$ cat src/rtl/core/scc_pkg.sv
// Package for the strongly connected components block: types and constants.
// No dependencies.
package scc_pkg;

    typedef enum logic [4:0] {
        ST_IDLE,
        ST_CLEAR_VIS,
        ST_P1_NEXT,
        ST_P1_START,
        ST_P1_TOP,
        ST_P1_RD,
        ST_P1_CHK,
        ST_P2_INIT,
        ST_P2_NEXT,
        ST_P2_RDF,
        ST_P2_CHKS,
        ST_P2_TOP,
        ST_P2_RD,
        ST_P2_CHK,
        ST_EMIT_SCAN,
        ST_EMIT_OUT,
        ST_CLEAR
    } scc_state_t;

    // Commands from the controller to the datapath.
    typedef struct packed {
        logic clear_all;
        logic clear_visited;
        logic reversed;
        logic load_v_zero;
        logic v_inc;
        logic start_walk;
        logic load_top;
        logic issue_read;
        logic pos_inc;
        logic push_nb;
        logic pop_top;
        logic fin_init;
        logic fin_dec;
        logic fin_read;
        logic clear_members;
        logic emit_set;
        logic emit_done;
        logic comp_inc;
    } scc_cmd_t;

    // Status from the datapath to the controller.
    typedef struct packed {
        logic v_end;
        logic v_candidate;
        logic depth_zero;
        logic pos_end;
        logic hit;
        logic fin_zero;
        logic start_visited;
        logic member_any;
        logic out_busy;
    } scc_stat_t;

endpackage

$ cat src/rtl/core/scc_ctrl.sv
// Controller state machine for the strongly connected components block.
// Uses scc_pkg; drives the command struct of scc_datapath.
module scc_ctrl (
    input  logic                aclk,
    input  logic                aresetn,
    input  logic                s_valid,
    input  logic                s_cmd,
    output logic                s_ready,
    output logic                load_edge,
    input  scc_pkg::scc_stat_t  stat,
    output scc_pkg::scc_cmd_t   cmd
);
    import scc_pkg::*;

    scc_state_t state_reg, state_next;
    logic       rev_reg, rev_next;
    logic       held_reg, held_next;

    always_ff @(posedge aclk) begin
        if (!aresetn) begin
            state_reg <= ST_IDLE;
            rev_reg   <= 1'b1;
            held_reg  <= 1'b0;
        end else begin
            state_reg <= state_next;
            rev_reg   <= rev_next;
            held_reg  <= held_next;
        end
    end

    always_comb begin
        state_next   = state_reg;
        rev_next     = rev_reg;
        held_next    = held_reg;
        cmd          = '0;
        cmd.reversed = rev_reg;
        s_ready      = 1'b0;
        load_edge    = 1'b0;
        unique case (state_reg)
            ST_IDLE: begin
                s_ready = !stat.out_busy;
                if (s_valid && !stat.out_busy) begin
                    if (!s_cmd) begin
                        load_edge = 1'b1;
                    end else begin
                        rev_next   = 1'b1;
                        held_next  = 1'b0;
                        state_next = ST_CLEAR_VIS;
                    end
                end
            end
            ST_CLEAR_VIS: begin
                cmd.clear_visited = 1'b1;
                cmd.load_v_zero   = 1'b1;
                state_next = ST_P1_NEXT;
            end
            ST_P1_NEXT: begin
                if (stat.v_end) begin
                    rev_next   = 1'b0;
                    state_next = ST_P2_INIT;
                end else if (stat.v_candidate) begin
                    state_next = ST_P1_START;
                end else begin
                    cmd.v_inc = 1'b1;
                end
            end
            ST_P1_START, ST_P2_CHKS: begin
                if (state_reg == ST_P2_CHKS && stat.start_visited) begin
                    state_next = ST_P2_NEXT;
                end else begin
                    cmd.start_walk = 1'b1;
                    if (state_reg == ST_P2_CHKS) cmd.clear_members = 1'b1;
                    state_next = rev_reg ? ST_P1_TOP : ST_P2_TOP;
                end
            end
            ST_P1_TOP, ST_P2_TOP: begin
                if (stat.depth_zero) begin
                    if (rev_reg) begin
                        cmd.v_inc  = 1'b1;
                        state_next = ST_P1_NEXT;
                    end else begin
                        cmd.load_v_zero = 1'b1;
                        state_next = ST_EMIT_SCAN;
                    end
                end else begin
                    cmd.load_top = 1'b1;
                    state_next = rev_reg ? ST_P1_RD : ST_P2_RD;
                end
            end
            ST_P1_RD, ST_P2_RD: begin
                if (stat.pos_end) begin
                    cmd.pop_top = 1'b1;
                    state_next  = rev_reg ? ST_P1_TOP : ST_P2_TOP;
                end else begin
                    cmd.issue_read = 1'b1;
                    state_next = rev_reg ? ST_P1_CHK : ST_P2_CHK;
                end
            end
            ST_P1_CHK, ST_P2_CHK: begin
                if (stat.hit) begin
                    cmd.push_nb = 1'b1;
                    state_next  = rev_reg ? ST_P1_TOP : ST_P2_TOP;
                end else begin
                    cmd.pos_inc = 1'b1;
                    state_next  = rev_reg ? ST_P1_RD : ST_P2_RD;
                end
            end
            ST_P2_INIT: begin
                cmd.clear_visited = 1'b1;
                cmd.fin_init      = 1'b1;
                state_next = ST_P2_NEXT;
            end
            ST_P2_NEXT: begin
                if (stat.fin_zero) begin
                    state_next = ST_CLEAR;
                end else begin
                    cmd.fin_read = 1'b1;
                    cmd.fin_dec  = 1'b1;
                    state_next = ST_P2_RDF;
                end
            end
            ST_P2_RDF: state_next = ST_P2_CHKS;
            ST_EMIT_SCAN: begin
                if (stat.v_end) begin
                    cmd.comp_inc = 1'b1;
                    state_next   = ST_P2_NEXT;
                end else if (stat.member_any) begin
                    state_next = ST_EMIT_OUT;
                end else begin
                    cmd.v_inc = 1'b1;
                end
            end
            ST_EMIT_OUT: begin
                if (!held_reg || !stat.out_busy) begin
                    cmd.emit_set = 1'b1;
                    held_next    = 1'b1;
                    cmd.v_inc    = 1'b1;
                    state_next   = ST_EMIT_SCAN;
                end
            end
            ST_CLEAR: begin
                // The held member can only go out once the output register is free.
                if (!held_reg || !stat.out_busy) begin
                    cmd.emit_done = held_reg;
                    cmd.clear_all = 1'b1;
                    state_next    = ST_IDLE;
                end
            end
            default: state_next = ST_IDLE;
        endcase
    end
endmodule

$ cat config.mk
export PLATFORM = sky130hd
export DESIGN_NAME = scc_ctrl
export DESIGN_NICKNAME = d
export VERILOG_FILES = /design/src/rtl/core/scc_pkg.sv /design/src/rtl/core/scc_ctrl.sv
export SDC_FILE = /design/constraint.sdc
export NUM_CORES = 1
export LEC_CHECK = 0
export ABC_AREA = 1
export BUFFER_PORTS_ARGS = -buffer_cell sky130_fd_sc_hd__clkbuf_2
export CAP_MARGIN = 15
export CORE_MARGIN = 3
export CORE_UTILIZATION = 35
export DETAILED_ROUTE_END_ITERATION = 10
export PLACE_DENSITY = 0.68
export SYNTH_ARGS = -nofsm -noshare
export SYNTH_HDL_FRONTEND = slang
export SYNTH_SLANG_ARGS = --single-unit
$ cat constraint.sdc
create_clock -name aclk -period 3.05 [get_ports aclk]
set_input_delay 0.1525 -clock aclk [delete_from_list [all_inputs] [get_ports aclk]]
set_output_delay 0.1525 -clock aclk [all_outputs]
set_load 0.01 [all_outputs]
Word-level counts from Yosys, hierarchy flattened. Index checks and enable logic that the tools add are counted.

Flip-flop bits (word level): 7. Bits of input ports: 13. Output and inout port bits: 20. Logic and storage cells: 106.

Eq/ne operators: 23. Mux-type cells: 64. Reduce and logical (&&, ||, !) cells: 16.

Operators with widths (count): $pmux 5 s13 (1); $mux 5 (9); $eq 5x4->1 const B (8); $mux 1 (38); $mux 4 (8); $eq 5x3->1 const B (4); $eq 5x2->1 const B (2); $ne 2x2->1 const B (5); $reduce_or 2->1 (5); $mux 2 (4); $reduce_and 4->1 (2); $ne 3x3->1 const B (2); $pmux 1 s2 (3); $reduce_and 6->1 (1); $eq 5x1->1 const B (1); $eq 5x5->1 const B (1); $logic_not 5->1 (1); $pmux 1 s4 (1); $reduce_bool 2->1 (2); $logic_and 1x1->1 (2); $logic_not 1->1 (2); $logic_or 1x1->1 (1).

Logic depth before layout (Yosys ltp).
Depth in word-level cells: 4. Depth in mapped cells: 10. Mapped depth without buffers: 10.

Worst setup path before layout. Ideal clock, no wire load.

Path type: reg-to-output. Start point: register state_reg[3]. End point: output port cmd[13] (netlist bit). Arrival time: 1175 ps. Data required time: 2897 ps. Slack: 1723 ps. Stages on the path, launching flop included: 7. Buffers on the path: 0. Cell sequence: dfxtp_1 -> nand2_1 -> nor2_1 -> nand2_1 -> nor2_1 -> nor2_1 -> o21ai_0.

RTL lines: from (decl) (line scc_ctrl.sv:15) `scc_state_t state_reg, state_next;`; from (signal assigned) (line scc_ctrl.sv:25) `state_reg <= state_next;`; to (decl) (line scc_ctrl.sv:11) `output scc_pkg::scc_cmd_t cmd`.

==> reports/results.tsv <==
metric	value	unit
place_area	1000	um2
die_h	54.5	um
drt_wl_total	2410	um
clock_sinks	7	
slew_headroom	0.800	
clkTransAtPathRegs	60	ps
ios	33	
final_util	0.493	
dr.first_iter.drc_count	33	
dieArea	2970	um2
drive_gt1_frac	0.238	
drc	0	
antenna_found_initial	0	
fin_skew	0.317	ps
grt_overflow_total	0	
drtAntennaViolNets	0	
critPathArrivalTime	1750	ps
final_max_slew_viol_count	0	
hold_viol_final	0	
postCtsSetupRepairBufs	0	
nNetsFinal	203	
syn_to_final_growth	25.0	%
antenna-diode-count	0	
synth.avg_cell_area	5.44	um2
peakVddDrop	0.432	mV
grt_pass1_vias	917	
vias_per_cell	4.94	
dp_cells	208	
reg2reg_from	state_reg[3]$_SDFFE_PN0P_	
yosysTopAreaCell	dfxtp_1	
powerDensity	589	nW/um2
fin_tns_setup	0	ps
cp_max_fo	6	
cts_tree	built	
crit_path_end_kind	output port	
hold_class	input pin to register	
r2r_slack	1530	ps
postLayoutCellArea	1030	um2
core	2080	um2
rsz0062_at_grt	false	
grt_pass1_wl	3800	um
cts.htree.levels	1	
synth_top_cell_area_share	0.170	
dr_total_vias	1048	
reg2reg_depth	9	
max_cap_viol_count	0	
final_common_cell	clkbuf_2	
largest_register_ffs	5	
ys_warn_count	0	
holdBufCountCts	0	
hold_path.startpoint	stat[3]	
die_w	54.5	um
finalCritPeriodShare	0.624	
tightestPinTransition	298	ps
clk_root_buffer_cell	clkbuf_4	
row_count	16	
outcome	completed	
min_to	state_reg[4]$_SDFFE_PN0P_	
ys_types	22	
min_path_cells	3	
fmax	525	MHz
grt_max_degree	9	
gp_congestion	0.888	
p_leak	0.000628	uW
layoutNonFillerInstCount	212	
wl_per_cell	11.4	um
required	2900	ps
synth_cells	151	
synth_seq_cells	7	
layout_common_cells	clkbuf_2 (32), nor2_1 (31), nand2_1 (31)	
grt_use_total	0.175	
drt_pass1_iterations	4	
worstSetupPathType	register to output port	
synthTopCellsByArea	dfxtp_1 (17%), nand2_1 (14%), nor2_1 (14%), inv_1 (12%), nand3_1 (6.7%)	
clock_latency	260	ps
finalSetupViolCount	0	
syn-cell-area	822	um2
syn-num-nets	168	
initial_utilization	0.395	
portBuffers	32	
cts_resized	0	
numCtsBuffers	3	
dpl.hpwl	2040	um
cts_buffer_depth	2	
nFillCells	238	
crit_path_start_kind	register	
yosysSeqAreaShare	0.170	
fin_crit	1900	ps
timing.rr.end	state_reg[0]$_SDFFE_PN0P_	
-- critical path, cell delays in order, from the launching register on --
cell	delay, ps
dfxtp_1	420
nand2_1	100
nor2_1	240
nand2_1	150
nor2_1	250
nor2_1	90
o21ai_0	80
clkbuf_2	160
-- worst max-delay path by stage --
| stage | from | end | slack [ps] | cells after the start |
|---|---|---|---|---|
| after floorplan | state_reg[3]$_SDFFE_PN0P_ | cmd[13] | 1720 | 6 |
| after CTS | state_reg[3]$_SDFFE_PN0P_ | cmd[13] | 1190 | 7 |
| after detailed placement | state_reg[3]$_SDFFE_PN0P_ | cmd[13] | 1480 | 7 |
| after global routing | state_reg[3]$_SDFFE_PN0P_ | cmd[13] | 1080 | 7 |
| after global placement | state_reg[3]$_SDFFE_PN0P_ | cmd[13] | 1470 | 7 |
| final | state_reg[3]$_SDFFE_PN0P_ | cmd[13] | 1150 | 7 |
-- metal layers --
| metal | GRT usage | wire length, um | up-vias |
|---|---|---|---|
| li1 | - | - | 541 |
| met1 | 0.233 | 1070 | 464 |
| met2 | 0.289 | 1120 | 38 |
| met3 | 0.0327 | 178 | 5 |
| met4 | 0.0415 | 31 | 0 |
| met5 | 0 | 0 | - |
-- where the power goes --
group          total (uW)  switching (uW)  leakage (uW)  internal, uW
logic                 365             242      0.000556           123
registers             148            35.0     0.0000570           113
clock network        92.4            42.0     0.0000150          50.4
total                 606             319      0.000628           287
-- cell usage after synthesis --
| master | count |
|---|---|
| nor3_1 | 3 |
| nor2_1 | 31 |
| ha_1 | 4 |
| nor2_2 | 1 |
| nand3b_1 | 1 |
| a31oi_1 | 2 |
| nand2_2 | 4 |
| buf_4 | 2 |
| nand4_1 | 2 |
| inv_2 | 2 |
| or2_0 | 2 |
| nor2_4 | 2 |
| nor4_1 | 1 |
| o21ai_0 | 6 |
| dfxtp_1 | 7 |
| nand2_1 | 31 |
| o21a_1 | 1 |
| inv_1 | 26 |
| o31ai_1 | 1 |
| o22ai_1 | 3 |
| a21oi_1 | 8 |
| nand3_1 | 11 |
-- per-stage QoR --
stage	power [uW]	hold WS, ps	setup WS [ps]
4_1_cts	608	153	1190
3_5_place_dp	513	433	1480
3_3_place_gp	508	429	1470
2_1_floorplan	414	317	1720
5_1_grt	669	156	1080
6_report	606	156	1150
-- kinds of logic after synthesis --
family	Yosys count	synth area share
simple gates	89	0.481
buf+inv	30	0.146
compound gates	21	0.142
flops	7	0.170
fa+ha+maj	4	0.0609
-- area by class of cell --
| class | count | area, um2 | area share |
|---|---|---|---|
| well taps | 27 | 33.8 | 0.0329 |
| repair buffers | 32 | 160 | 0.156 |
| inverters | 28 | 105 | 0.102 |
| flip-flops and latches | 7 | 140 | 0.136 |
| multi-input cells | 114 | 562 | 0.547 |
| clock buffers | 4 | 26.3 | 0.0256 |
Note: power is estimated with default switching activity, not from simulation.
